### src/hdl/hbc_pkg.sv
package hbc_pkg;

	localparam int unsigned FRAME_WIDTH  = 1024;
	localparam int unsigned FRAME_HEIGHT = 1024;
	localparam int unsigned MAX_MATCHES  = FRAME_WIDTH * FRAME_HEIGHT;
	localparam int unsigned CNT_W        = $clog2(MAX_MATCHES) + 1;

	localparam int unsigned HUE_HALF     = 1440;
	localparam int unsigned HUE_FULL     = 2880;
	localparam int unsigned HUE_BIAS     = HUE_HALF + 3 * HUE_FULL;
	localparam logic [18:0] FIXED_RADIUS = 19'd2560;

	localparam int unsigned DVD_W     = 42;
	localparam int unsigned DIV_STEPS = DVD_W;
	localparam int unsigned VAR_W     = 22;
	localparam int unsigned RAD_W     = VAR_W + 16;
	localparam int unsigned ROOT_W    = RAD_W / 2;

	localparam logic [2:0] CFG_HUE_TARGET    = 3'd0;
	localparam logic [2:0] CFG_HUE_TOLERANCE = 3'd1;
	localparam logic [2:0] CFG_SAT_TARGET    = 3'd2;
	localparam logic [2:0] CFG_SAT_TOLERANCE = 3'd3;
	localparam logic [2:0] CFG_VAL_TARGET    = 3'd4;
	localparam logic [2:0] CFG_VAL_TOLERANCE = 3'd5;
	localparam logic [2:0] CFG_RADIUS_ENABLE = 3'd6;

	typedef enum logic [1:0] {
		DIV_X,
		DIV_Y,
		DIV_V
	} div_sel_t;

	typedef enum logic [3:0] {
		S_IDLE,
		S_DIVX_GO,
		S_DIVX_WAIT,
		S_DIVY_GO,
		S_DIVY_WAIT,
		S_MUL_A,
		S_MUL_B,
		S_MUL_C,
		S_ACC,
		S_DIVV_GO,
		S_DIVV_WAIT,
		S_SQRT_GO,
		S_SQRT_WAIT,
		S_FIN
	} state_t;

	typedef struct packed {
		logic     acc;
		logic     clear;
		logic     out_load;
		logic     out_frame;
		logic     out_held;
		logic     blob_empty;
		logic     blob_write;
		logic     div_start;
		div_sel_t div_sel;
		logic     mul_a;
		logic     mul_b;
		logic     mul_c;
		logic     spr_acc;
		logic     axis;
		logic     sqrt_start;
	} cmd_t;

	typedef struct packed {
		logic empty_next;
		logic div_done;
		logic sqrt_done;
		logic radius_en;
	} sts_t;

	function automatic logic [13:0] hue_wrap(input logic [13:0] v);
		logic [13:0] r;
		r = v;
		for (int i = 0; i < 5; i++) begin
			if (r >= 14'(HUE_FULL)) begin
				r = r - 14'(HUE_FULL);
			end
		end
		return r;
	endfunction

endpackage

### src/hdl/hbc_divider.sv
module hbc_divider (
	input  logic                        clk,
	input  logic                        arst_n,
	input  logic                        start,
	input  logic [hbc_pkg::DVD_W-1:0]   dividend,
	input  logic [hbc_pkg::CNT_W-1:0]   divisor,
	output logic [hbc_pkg::DVD_W-1:0]   quotient,
	output logic                        done
);

	logic [hbc_pkg::DVD_W-1:0] dvd_q;
	logic [hbc_pkg::CNT_W-1:0] rem_q;
	logic [5:0]                cnt_q;
	logic                      busy_q;
	logic                      done_q;
	logic [hbc_pkg::CNT_W:0]   rem_sh;
	logic                      ge;

	assign rem_sh = {rem_q, dvd_q[hbc_pkg::DVD_W-1]};
	assign ge     = rem_sh >= {1'b0, divisor};

	always_ff @(posedge clk or negedge arst_n) begin
		if (!arst_n) begin
			busy_q <= 1'b0;
			done_q <= 1'b0;
			cnt_q  <= '0;
		end else begin
			done_q <= 1'b0;
			if (start) begin
				busy_q <= 1'b1;
				cnt_q  <= '0;
			end else if (busy_q) begin
				cnt_q <= cnt_q + 6'd1;
				if (cnt_q == 6'(hbc_pkg::DIV_STEPS - 1)) begin
					busy_q <= 1'b0;
					done_q <= 1'b1;
				end
			end
		end
	end

	always_ff @(posedge clk) begin
		if (start) begin
			dvd_q <= dividend;
			rem_q <= '0;
		end else if (busy_q) begin
			rem_q <= ge ? hbc_pkg::CNT_W'(rem_sh - {1'b0, divisor}) : rem_sh[hbc_pkg::CNT_W-1:0];
			dvd_q <= {dvd_q[hbc_pkg::DVD_W-2:0], ge};
		end
	end

	assign quotient = dvd_q;
	assign done     = done_q;

endmodule

### src/hdl/hbc_sqrt.sv
module hbc_sqrt (
	input  logic                         clk,
	input  logic                         arst_n,
	input  logic                         start,
	input  logic [hbc_pkg::RAD_W-1:0]    radicand,
	output logic [hbc_pkg::ROOT_W-1:0]   root,
	output logic                         done
);

	logic [hbc_pkg::RAD_W-1:0]  rad_q;
	logic [hbc_pkg::ROOT_W+1:0] rem_q;
	logic [hbc_pkg::ROOT_W-1:0] root_q;
	logic [4:0]                 cnt_q;
	logic                       busy_q;
	logic                       done_q;
	logic [hbc_pkg::ROOT_W+3:0] rem_sh;
	logic [hbc_pkg::ROOT_W+3:0] trial;
	logic                       ge;

	assign rem_sh = {rem_q, rad_q[hbc_pkg::RAD_W-1 -: 2]};
	assign trial  = {2'b00, root_q, 2'b01};
	assign ge     = rem_sh >= trial;

	always_ff @(posedge clk or negedge arst_n) begin
		if (!arst_n) begin
			busy_q <= 1'b0;
			done_q <= 1'b0;
			cnt_q  <= '0;
		end else begin
			done_q <= 1'b0;
			if (start) begin
				busy_q <= 1'b1;
				cnt_q  <= '0;
			end else if (busy_q) begin
				cnt_q <= cnt_q + 5'd1;
				if (cnt_q == 5'(hbc_pkg::ROOT_W - 1)) begin
					busy_q <= 1'b0;
					done_q <= 1'b1;
				end
			end
		end
	end

	always_ff @(posedge clk) begin
		if (start) begin
			rad_q  <= radicand;
			rem_q  <= '0;
			root_q <= '0;
		end else if (busy_q) begin
			rad_q  <= {rad_q[hbc_pkg::RAD_W-3:0], 2'b00};
			rem_q  <= ge ? (hbc_pkg::ROOT_W+2)'(rem_sh - trial)
			             : rem_sh[hbc_pkg::ROOT_W+1:0];
			root_q <= {root_q[hbc_pkg::ROOT_W-2:0], ge};
		end
	end

	assign root = root_q;
	assign done = done_q;

endmodule

### src/hdl/hbc_ctrl.sv
module hbc_ctrl (
	input  logic          clk,
	input  logic          arst_n,
	input  logic          in_valid,
	input  logic          frame_last,
	input  logic          out_ready,
	input  hbc_pkg::sts_t sts,
	output logic          in_ready,
	output logic          out_valid,
	output hbc_pkg::cmd_t cmd
);

	hbc_pkg::state_t state_q, state_d;
	logic            axis_q;
	logic            out_valid_q;
	logic            slot_free;
	logic            accept;

	assign slot_free = !out_valid_q || out_ready;
	assign in_ready  = (state_q == hbc_pkg::S_IDLE) && slot_free;
	assign accept    = in_valid && in_ready;
	assign out_valid = out_valid_q;

	always_comb begin
		state_d = state_q;
		case (state_q)
			hbc_pkg::S_IDLE: begin
				if (accept && frame_last && !sts.empty_next) begin
					state_d = hbc_pkg::S_DIVX_GO;
				end
			end
			hbc_pkg::S_DIVX_GO:   state_d = hbc_pkg::S_DIVX_WAIT;
			hbc_pkg::S_DIVX_WAIT: if (sts.div_done) state_d = hbc_pkg::S_DIVY_GO;
			hbc_pkg::S_DIVY_GO:   state_d = hbc_pkg::S_DIVY_WAIT;
			hbc_pkg::S_DIVY_WAIT: begin
				if (sts.div_done) begin
					state_d = sts.radius_en ? hbc_pkg::S_MUL_A : hbc_pkg::S_FIN;
				end
			end
			hbc_pkg::S_MUL_A:     state_d = hbc_pkg::S_MUL_B;
			hbc_pkg::S_MUL_B:     state_d = hbc_pkg::S_MUL_C;
			hbc_pkg::S_MUL_C:     state_d = hbc_pkg::S_ACC;
			hbc_pkg::S_ACC:       state_d = axis_q ? hbc_pkg::S_DIVV_GO : hbc_pkg::S_MUL_A;
			hbc_pkg::S_DIVV_GO:   state_d = hbc_pkg::S_DIVV_WAIT;
			hbc_pkg::S_DIVV_WAIT: if (sts.div_done) state_d = hbc_pkg::S_SQRT_GO;
			hbc_pkg::S_SQRT_GO:   state_d = hbc_pkg::S_SQRT_WAIT;
			hbc_pkg::S_SQRT_WAIT: if (sts.sqrt_done) state_d = hbc_pkg::S_FIN;
			hbc_pkg::S_FIN:       if (slot_free) state_d = hbc_pkg::S_IDLE;
			default:              state_d = hbc_pkg::S_IDLE;
		endcase
	end

	always_comb begin
		cmd         = '0;
		cmd.div_sel = hbc_pkg::DIV_X;
		cmd.axis    = axis_q;
		case (state_q)
			hbc_pkg::S_IDLE: begin
				cmd.acc = accept;
				if (accept && (!frame_last || sts.empty_next)) begin
					cmd.out_load   = 1'b1;
					cmd.out_frame  = frame_last;
					cmd.blob_empty = frame_last;
					cmd.clear      = frame_last;
				end
			end
			hbc_pkg::S_DIVX_GO:   cmd.div_start = 1'b1;
			hbc_pkg::S_DIVX_WAIT: cmd.div_sel = hbc_pkg::DIV_X;
			hbc_pkg::S_DIVY_GO: begin
				cmd.div_start = 1'b1;
				cmd.div_sel   = hbc_pkg::DIV_Y;
			end
			hbc_pkg::S_DIVY_WAIT: cmd.div_sel = hbc_pkg::DIV_Y;
			hbc_pkg::S_MUL_A:     cmd.mul_a = 1'b1;
			hbc_pkg::S_MUL_B:     cmd.mul_b = 1'b1;
			hbc_pkg::S_MUL_C:     cmd.mul_c = 1'b1;
			hbc_pkg::S_ACC:       cmd.spr_acc = 1'b1;
			hbc_pkg::S_DIVV_GO: begin
				cmd.div_start = 1'b1;
				cmd.div_sel   = hbc_pkg::DIV_V;
			end
			hbc_pkg::S_DIVV_WAIT: cmd.div_sel = hbc_pkg::DIV_V;
			hbc_pkg::S_SQRT_GO:   cmd.sqrt_start = 1'b1;
			hbc_pkg::S_SQRT_WAIT: cmd.div_sel = hbc_pkg::DIV_V;
			hbc_pkg::S_FIN: begin
				if (slot_free) begin
					cmd.out_load   = 1'b1;
					cmd.out_frame  = 1'b1;
					cmd.out_held   = 1'b1;
					cmd.blob_write = 1'b1;
					cmd.clear      = 1'b1;
				end
			end
			default: cmd.div_sel = hbc_pkg::DIV_X;
		endcase
	end

	always_ff @(posedge clk or negedge arst_n) begin
		if (!arst_n) begin
			state_q     <= hbc_pkg::S_IDLE;
			axis_q      <= 1'b0;
			out_valid_q <= 1'b0;
		end else begin
			state_q <= state_d;
			if (state_q == hbc_pkg::S_DIVX_GO) begin
				axis_q <= 1'b0;
			end else if (state_q == hbc_pkg::S_ACC) begin
				axis_q <= 1'b1;
			end
			if (cmd.out_load) begin
				out_valid_q <= 1'b1;
			end else if (out_ready) begin
				out_valid_q <= 1'b0;
			end
		end
	end

endmodule

### src/hdl/hbc_datapath.sv
module hbc_datapath (
	input  logic          clk,
	input  logic          arst_n,
	input  hbc_pkg::cmd_t cmd,
	output hbc_pkg::sts_t sts,
	input  logic          cfg_we,
	input  logic [2:0]    cfg_index,
	input  logic [12:0]   cfg_data,
	input  logic [7:0]    pix_hue,
	input  logic [7:0]    pix_sat,
	input  logic [7:0]    pix_val,
	input  logic [9:0]    pix_x,
	input  logic [9:0]    pix_y,
	output logic          is_match,
	output logic          frame_done,
	output logic          blob_visible,
	output logic [9:0]    centre_x,
	output logic [9:0]    centre_y,
	output logic [18:0]   radius
);

	logic [12:0] hue_target_q, sat_target_q, val_target_q;
	logic [11:0] hue_tol_q, sat_tol_q, val_tol_q;
	logic        radius_en_q;

	logic [29:0]               sum_x_q, sum_y_q;
	logic [39:0]               sum_xx_q, sum_yy_q;
	logic [hbc_pkg::CNT_W-1:0] count_q;

	logic        seen_q;
	logic [9:0]  col_q, row_q;
	logic [18:0] size_q;
	logic        is_match_q, frame_done_q, match_last_q;

	logic [9:0]  cx_q, cy_q;
	logic [39:0] m1_q;
	logic [19:0] m2_q;
	logic [40:0] m3_q;
	logic [41:0] tot_q;

	logic              hue_on, sat_on, val_on;
	logic [13:0]       hue_r;
	logic signed [14:0] hue_d, sat_d, val_d, tol_h;
	logic              hue_ok, sat_ok, val_ok, match, acc_en;

	logic [9:0]          ax_c;
	logic [29:0]         ax_s;
	logic [39:0]         ax_sq;
	logic signed [42:0]  spread;

	logic [hbc_pkg::DVD_W-1:0]  div_dvd, div_q;
	logic                       div_done;
	logic [hbc_pkg::ROOT_W-1:0] root;
	logic                       sqrt_done;

	assign hue_on = !hue_target_q[12];
	assign sat_on = !sat_target_q[12];
	assign val_on = !val_target_q[12];

	assign hue_r = hbc_pkg::hue_wrap(14'($signed({hue_target_q[12], hue_target_q})
	                                 - $signed({2'b00, pix_hue, 4'b0000})
	                                 + 15'(hbc_pkg::HUE_BIAS)));
	assign hue_d = $signed({1'b0, hue_r}) - 15'(hbc_pkg::HUE_HALF);
	assign tol_h = $signed({3'b000, hue_tol_q});
	assign hue_ok = (hue_d >= -tol_h) && (hue_d <= tol_h);

	always_comb begin
		sat_d = $signed({3'b000, pix_sat, 4'b0000}) - $signed({{2{sat_target_q[12]}}, sat_target_q});
		val_d = $signed({3'b000, pix_val, 4'b0000}) - $signed({{2{val_target_q[12]}}, val_target_q});
		if (sat_d < 0) begin
			sat_d = -sat_d;
		end
		if (val_d < 0) begin
			val_d = -val_d;
		end
	end
	assign sat_ok = sat_d < $signed({3'b000, sat_tol_q});
	assign val_ok = val_d < $signed({3'b000, val_tol_q});

	assign match  = (hue_on || sat_on || val_on) && (!hue_on || hue_ok)
	                && (!sat_on || sat_ok) && (!val_on || val_ok);
	assign acc_en = cmd.acc && match && !count_q[hbc_pkg::CNT_W-1];

	assign sts.empty_next = (count_q == '0) && !acc_en;
	assign sts.div_done   = div_done;
	assign sts.sqrt_done  = sqrt_done;
	assign sts.radius_en  = radius_en_q;

	always_ff @(posedge clk or negedge arst_n) begin
		if (!arst_n) begin
			hue_target_q <= 13'd120;
			hue_tol_q    <= 12'd40;
			sat_target_q <= 13'h1FF0;
			sat_tol_q    <= 12'd102;
			val_target_q <= 13'h1FF0;
			val_tol_q    <= 12'd102;
			radius_en_q  <= 1'b1;
		end else if (cfg_we) begin
			case (cfg_index)
				hbc_pkg::CFG_HUE_TARGET:    hue_target_q <= cfg_data;
				hbc_pkg::CFG_HUE_TOLERANCE: hue_tol_q    <= cfg_data[11:0];
				hbc_pkg::CFG_SAT_TARGET:    sat_target_q <= cfg_data;
				hbc_pkg::CFG_SAT_TOLERANCE: sat_tol_q    <= cfg_data[11:0];
				hbc_pkg::CFG_VAL_TARGET:    val_target_q <= cfg_data;
				hbc_pkg::CFG_VAL_TOLERANCE: val_tol_q    <= cfg_data[11:0];
				hbc_pkg::CFG_RADIUS_ENABLE: radius_en_q  <= cfg_data[0];
				default: ;
			endcase
		end
	end

	always_ff @(posedge clk or negedge arst_n) begin
		if (!arst_n) begin
			sum_x_q  <= '0;
			sum_y_q  <= '0;
			sum_xx_q <= '0;
			sum_yy_q <= '0;
			count_q  <= '0;
			tot_q    <= '0;
			seen_q   <= 1'b0;
			col_q    <= '0;
			row_q    <= '0;
			size_q   <= '0;
		end else begin
			if (cmd.clear) begin
				sum_x_q  <= '0;
				sum_y_q  <= '0;
				sum_xx_q <= '0;
				sum_yy_q <= '0;
				count_q  <= '0;
				tot_q    <= '0;
			end else begin
				if (acc_en) begin
					sum_x_q  <= sum_x_q + 30'(pix_x);
					sum_y_q  <= sum_y_q + 30'(pix_y);
					sum_xx_q <= sum_xx_q + 40'({10'd0, pix_x} * {10'd0, pix_x});
					sum_yy_q <= sum_yy_q + 40'({10'd0, pix_y} * {10'd0, pix_y});
					count_q  <= count_q + 1'b1;
				end
				if (cmd.spr_acc) begin
					tot_q <= tot_q + (spread < 0 ? 42'd0 : spread[41:0]);
				end
			end
			if (cmd.blob_empty) begin
				seen_q <= 1'b0;
			end else if (cmd.blob_write) begin
				seen_q <= 1'b1;
				col_q  <= cx_q;
				row_q  <= cy_q;
				size_q <= radius_en_q ? 19'(root) : hbc_pkg::FIXED_RADIUS;
			end
		end
	end

	assign ax_c  = cmd.axis ? cy_q : cx_q;
	assign ax_s  = cmd.axis ? sum_y_q : sum_x_q;
	assign ax_sq = cmd.axis ? sum_yy_q : sum_xx_q;
	assign spread = $signed({3'b000, ax_sq}) - $signed({2'b00, m1_q, 1'b0})
	                + $signed({2'b00, m3_q});

	always_ff @(posedge clk) begin
		if (cmd.acc) begin
			match_last_q <= match;
		end
		if (cmd.out_load) begin
			is_match_q   <= cmd.out_held ? match_last_q : match;
			frame_done_q <= cmd.out_frame;
		end
		if (div_done && cmd.div_sel == hbc_pkg::DIV_X) begin
			cx_q <= div_q[9:0];
		end
		if (div_done && cmd.div_sel == hbc_pkg::DIV_Y) begin
			cy_q <= div_q[9:0];
		end
		if (cmd.mul_a) begin
			m1_q <= ax_c * ax_s;
		end
		if (cmd.mul_b) begin
			m2_q <= ax_c * ax_c;
		end
		if (cmd.mul_c) begin
			m3_q <= count_q * m2_q;
		end
	end

	always_comb begin
		case (cmd.div_sel)
			hbc_pkg::DIV_X: div_dvd = hbc_pkg::DVD_W'(sum_x_q);
			hbc_pkg::DIV_Y: div_dvd = hbc_pkg::DVD_W'(sum_y_q);
			hbc_pkg::DIV_V: div_dvd = tot_q;
			default:        div_dvd = '0;
		endcase
	end

	hbc_divider u_div (
		.clk      (clk),
		.arst_n   (arst_n),
		.start    (cmd.div_start),
		.dividend (div_dvd),
		.divisor  (count_q),
		.quotient (div_q),
		.done     (div_done)
	);

	hbc_sqrt u_sqrt (
		.clk      (clk),
		.arst_n   (arst_n),
		.start    (cmd.sqrt_start),
		.radicand ({div_q[hbc_pkg::VAR_W-1:0], 16'h0000}),
		.root     (root),
		.done     (sqrt_done)
	);

	assign is_match     = is_match_q;
	assign frame_done   = frame_done_q;
	assign blob_visible = seen_q;
	assign centre_x     = col_q;
	assign centre_y     = row_q;
	assign radius       = size_q;

endmodule

### src/hdl/hsv_blob_centroid_tracker.sv
// HSV colour blob tracker. Every accepted pixel yields one result transaction with its
// match flag and the current blob fields. Ordinary pixels are taken one per cycle; a
// one-entry output register holds each result, and the next pixel is taken in the cycle
// that result leaves. The pixel flagged frame_last closes the frame; the bit-serial
// divider (centroid x, centroid y and variance, 42 steps each) and the 19-step square
// root run in turn, and with radius disabled only the centroid x and y divisions run. An
// empty frame closes without them. No pixel is accepted until the frame has closed.
module hsv_blob_centroid_tracker (
	input  logic        clk,
	input  logic        arst_n,
	input  logic        cfg_we,
	input  logic [2:0]  cfg_index,
	input  logic [12:0] cfg_data,
	input  logic        in_valid,
	output logic        in_ready,
	input  logic [7:0]  pix_hue,
	input  logic [7:0]  pix_sat,
	input  logic [7:0]  pix_val,
	input  logic [9:0]  pix_x,
	input  logic [9:0]  pix_y,
	input  logic        frame_last,
	output logic        out_valid,
	input  logic        out_ready,
	output logic        is_match,
	output logic        frame_done,
	output logic        blob_visible,
	output logic [9:0]  centre_x,
	output logic [9:0]  centre_y,
	output logic [18:0] radius
);

	hbc_pkg::cmd_t cmd;
	hbc_pkg::sts_t sts;

	hbc_ctrl u_ctrl (
		.clk        (clk),
		.arst_n     (arst_n),
		.in_valid   (in_valid),
		.frame_last (frame_last),
		.out_ready  (out_ready),
		.sts        (sts),
		.in_ready   (in_ready),
		.out_valid  (out_valid),
		.cmd        (cmd)
	);

	hbc_datapath u_dp (
		.clk          (clk),
		.arst_n       (arst_n),
		.cmd          (cmd),
		.sts          (sts),
		.cfg_we       (cfg_we),
		.cfg_index    (cfg_index),
		.cfg_data     (cfg_data),
		.pix_hue      (pix_hue),
		.pix_sat      (pix_sat),
		.pix_val      (pix_val),
		.pix_x        (pix_x),
		.pix_y        (pix_y),
		.is_match     (is_match),
		.frame_done   (frame_done),
		.blob_visible (blob_visible),
		.centre_x     (centre_x),
		.centre_y     (centre_y),
		.radius       (radius)
	);

endmodule
### config.mk
export PLATFORM = sky130hd
export DESIGN_NAME = hsv_blob_centroid_tracker
export DESIGN_NICKNAME = d
export VERILOG_FILES = /design/src/hdl/hbc_pkg.sv /design/src/hdl/hbc_divider.sv /design/src/hdl/hbc_sqrt.sv /design/src/hdl/hbc_ctrl.sv /design/src/hdl/hbc_datapath.sv /design/src/hdl/hsv_blob_centroid_tracker.sv
export SDC_FILE = /design/constraint.sdc
export NUM_CORES = 2
export LEC_CHECK = 0
export BUFFER_PORTS_ARGS = -buffer_cell sky130_fd_sc_hd__buf_2
export CAP_MARGIN = 15
export CORE_ASPECT_RATIO = 1.25
export CORE_MARGIN = 5
export CORE_UTILIZATION = 60
export DETAILED_ROUTE_END_ITERATION = 8
export PLACE_DENSITY = 0.82
export SLEW_MARGIN = 20
export SYNTH_ARGS = -nofsm -noshare
export SYNTH_HDL_FRONTEND = slang
export SYNTH_SLANG_ARGS = --single-unit
### constraint.sdc
create_clock -name clk -period 16.22 [get_ports clk]
set_clock_uncertainty 0.15 [all_clocks]
set_input_delay 1.622 -clock clk [delete_from_list [all_inputs] [get_ports clk]]
set_output_delay 1.622 -clock clk [all_outputs]
set_load 0.03 [all_outputs]
==> impl_metrics.ini <==
[clocking]
cts_sinks = 588
cts-resized-gates = 0
cts_root_buffer = clkbuf_16
clockBufferDepth = 3
cts_buffers = 67
cts_setup_buffers = 0
htreeDepth = 3
ctsHoldBuffers = 0
clkTransAtPathRegs_ps = 60
cts_tree = done
worstSkewPairLatency_ps = 670

[critical_path]
path_buf_inv = 2
cp_max_fo = 59
max_stage_delay_ps = 770
criticalPathCategory = reg -> reg
endpoint_kind = register
critPathLaunchType = register
crit_arrival_ps = 14300
slowest_stage = buf_4
cp_top_family = compound AO/OA/AOI/OAI gates
cp.required_ps = 16550

[timing]
fin_crit_ps = 13980
setup_slack_ps = 2240
hold_ws_ps = 325
finalSetupViolCount = 0
fin_setup_tns_ps = 0
worstMarginPinSlew_ps = 1130
slew_headroom = 0.244
fin_crit_sh = 0.862
hold_violations = 0
fmax_mhz = 71.5
maxSlewViolCount = 0
rsz0062_at_grt = no

[global_routing]
overflow = 0
grt_pass1_wl_um = 294000
gr-usage-all-layers = 0.294
antenna_found_initial = 7
first_global_vias = 58590
grt_start_max_net_pins = 144

[synth]
syn_area_per_cell_um2 = 8.93
synth.area.top_cells = fa_1, ha_1, dfrtp_1
synth_commonest_cells = inv_1, nand2_1, fa_1
synthFlopType = dfrtp_1
ys_ff_latch = 588
yosys.cell_types.count = 109
synth_top_area_frac = 0.209
synth_top_area_cell = fa_1
synth_area_um2 = 69400
postSynth.asyncResetShare = 0.578
seq_area_frac_synth = 0.222
synth_warnings = 0
synth_enable_flop_cells = 187
yosysMostFrequentCell = inv_1
netlist_instances = 7777

[pwr]
p_total_mw = 14.2
pwr-share-seq = 0.180
irDropWorstVdd_uv = 377
p_per_area_nw_per_um2 = 193
clock_power_share = 0.107
power.switching_mw = 7.16
cellLeakagePower_nw = 35.0
power_frac_comb = 0.713
intPower_mw = 7.03
switching_share = 0.504

[final_layout]
drive_gt1_frac = 0.0714
final_cells = 9300
nFillCells = 9103
fin_area_um2 = 73400
nNetsFinal = 9157
fin_util = 0.639
area_delta_synth_final_pct = 5.73

[place]
place_inst = 9174
numPortBuffers = 109
dpl.hpwl_um = 138000
detailed_place.area_um2 = 71200
dpl_worst_slack_ps = 2760
place_congestion = 0.953

[die]
num_rows = 139
core_area_um2 = 115000
boundaryPins = 110
die_x_um = 314
die_area_um2 = 123000
start_util = 0.604
die_y_um = 390

[drt]
wirelength_um = 180000
wire_per_inst_um = 19.4
ant_nets = 0
post_drt_via_cell_ratio = 6.03
dr.pass1.iters = 6
drc = 0
drtIter0Drc = 4195
vias = 56093

[job]
maxCapViolations = 0

[run_status]
outcome = finished, final reports clean

[min_path]
hp-class = reg -> reg
## area by class of cell
cell class / count / area, um2 / area share
repair buffers: 176 / 1060 / 0.0144
inverters: 1078 / 4050 / 0.0551
well taps: 1551 / 1940 / 0.0264
clock buffers: 101 / 1940 / 0.0264
multi-input cells: 5781 / 48800 / 0.665
clock inverters: 21 / 206 / 0.00281
diodes: 4 / 10.0 / 0.000136
flip-flops and latches: 588 / 15400 / 0.210
## cell usage in the layout, fill, tap and decap left out, drive strengths merged, types with 28 or more instances in the layout
master  Yosys  routed
buf        73     176
a211oi     67      67
nor2b      60      60
a21boi     29      29
o21bai     78      78
nand3b     54      54
nand3     172     172
nor4       31      31
a21oi     410     410
a22oi      38      38
inv      1075    1081
mux2      146     146
dfstp      33      33
nand2b     56      56
dfrtp     307     307
edfxtp    187     187
ha        674     674
o21a       47      47
nor3      136     136
or3        60      60
nor2      595     595
fa        725     725
xor2       95      95
a21o       77      77
clkbuf    261     101
xnor2     243     243
mux2i     143     143
dfxtp      61      61
o31ai      28      28
nand4      42      42
o21ai     243     243
nand2     963     963
a31oi      57      57
and3       52      52
and2      214     214
## power groups by stage
stage / registers [mW] / clock network [mW] / logic [mW]
after floorplan: 2.44 / 0 / 7.76
after global placement: 2.54 / 0 / 9.70
after detailed placement: 2.56 / 0 / 10.0
after CTS: 2.54 / 1.53 / 10.1
after global routing: 2.59 / 1.59 / 11.3
final: 2.56 / 1.51 / 10.1
## routing by layer
metal	share of wire	track usage	vias up	wire length, um
met2	0.50	0.519	2159	90100
met4	0.064	0.166	4	11600
met1	0.37	0.343	27705	66800
li1	-	-	25559	-
met3	0.067	0.0429	666	12000
met5	0.00017	0	-	30
## cells by family after synthesis
kind of cell | share of synthesized area
XOR/XNOR | 0.0427
buffers and inverters | 0.0781
AO/OA/AOI/OAI | 0.113
other | 0.0000540
adder cells (fa/ha/maj) | 0.330
flip-flops | 0.222
multiplexers | 0.0443
AND/OR/NAND/NOR | 0.170
## worst register-to-register path: cells and delay by family (launching register included)
family	cells	cell delay [ps]
compound gates	38	8850
xor+xnor	1	180
fa+ha+maj	4	1250
buf+inv	2	1180
flops	1	620
mux	2	650
simple gates	6	890
## final timing paths
| path | start | endpoint | slack, ps | cells after the start |
|---|---|---|---|---|
| worst max-delay path | u_ctrl.axis_q | u_dp.tot_q[40] | 2240 | 53 |
| worst min-delay path | u_dp.radius[8] | u_dp.radius[8] | 320 | 2 |
| worst max register to register | u_ctrl.axis_q | u_dp.tot_q[40] | 2240 | 53 |
| worst min register to register | u_dp.radius[8] | u_dp.radius[8] | 320 | 2 |
| max in group asynchronous | arst_n | u_dp.sum_y_q[26] | 12720 | 3 |
| min in group asynchronous | arst_n | u_dp.val_tol_q[8] | 880 | 1 |
## registers in the layout, indices dropped and copies added (netlist names), 12 cells and up
| signal | cells |
|---|---|
| u_dp.u_div.rem_q | 21 |
| u_dp.m2_q | 19 |
| u_dp.sat_tol_q | 12 |
| u_dp.u_sqrt.rad_q | 22 |
| u_dp.m1_q | 40 |
| u_dp.m3_q | 41 |
| u_dp.u_sqrt.rem_q | 21 |
| u_dp.count_q | 21 |
| u_dp.sum_yy_q | 40 |
| u_dp.hue_target_q | 13 |
| u_dp.sum_y_q | 30 |
| u_dp.radius | 19 |
| u_dp.hue_tol_q | 12 |
| u_dp.u_sqrt.root | 19 |
| u_dp.sum_x_q | 30 |
| u_dp.sum_xx_q | 40 |
| u_dp.val_tol_q | 12 |
| u_dp.u_div.quotient | 42 |
| u_dp.tot_q | 42 |
| u_dp.sat_target_q | 13 |
| u_dp.val_target_q | 13 |
No activity file was read; power rests on OpenSTA's default activity.
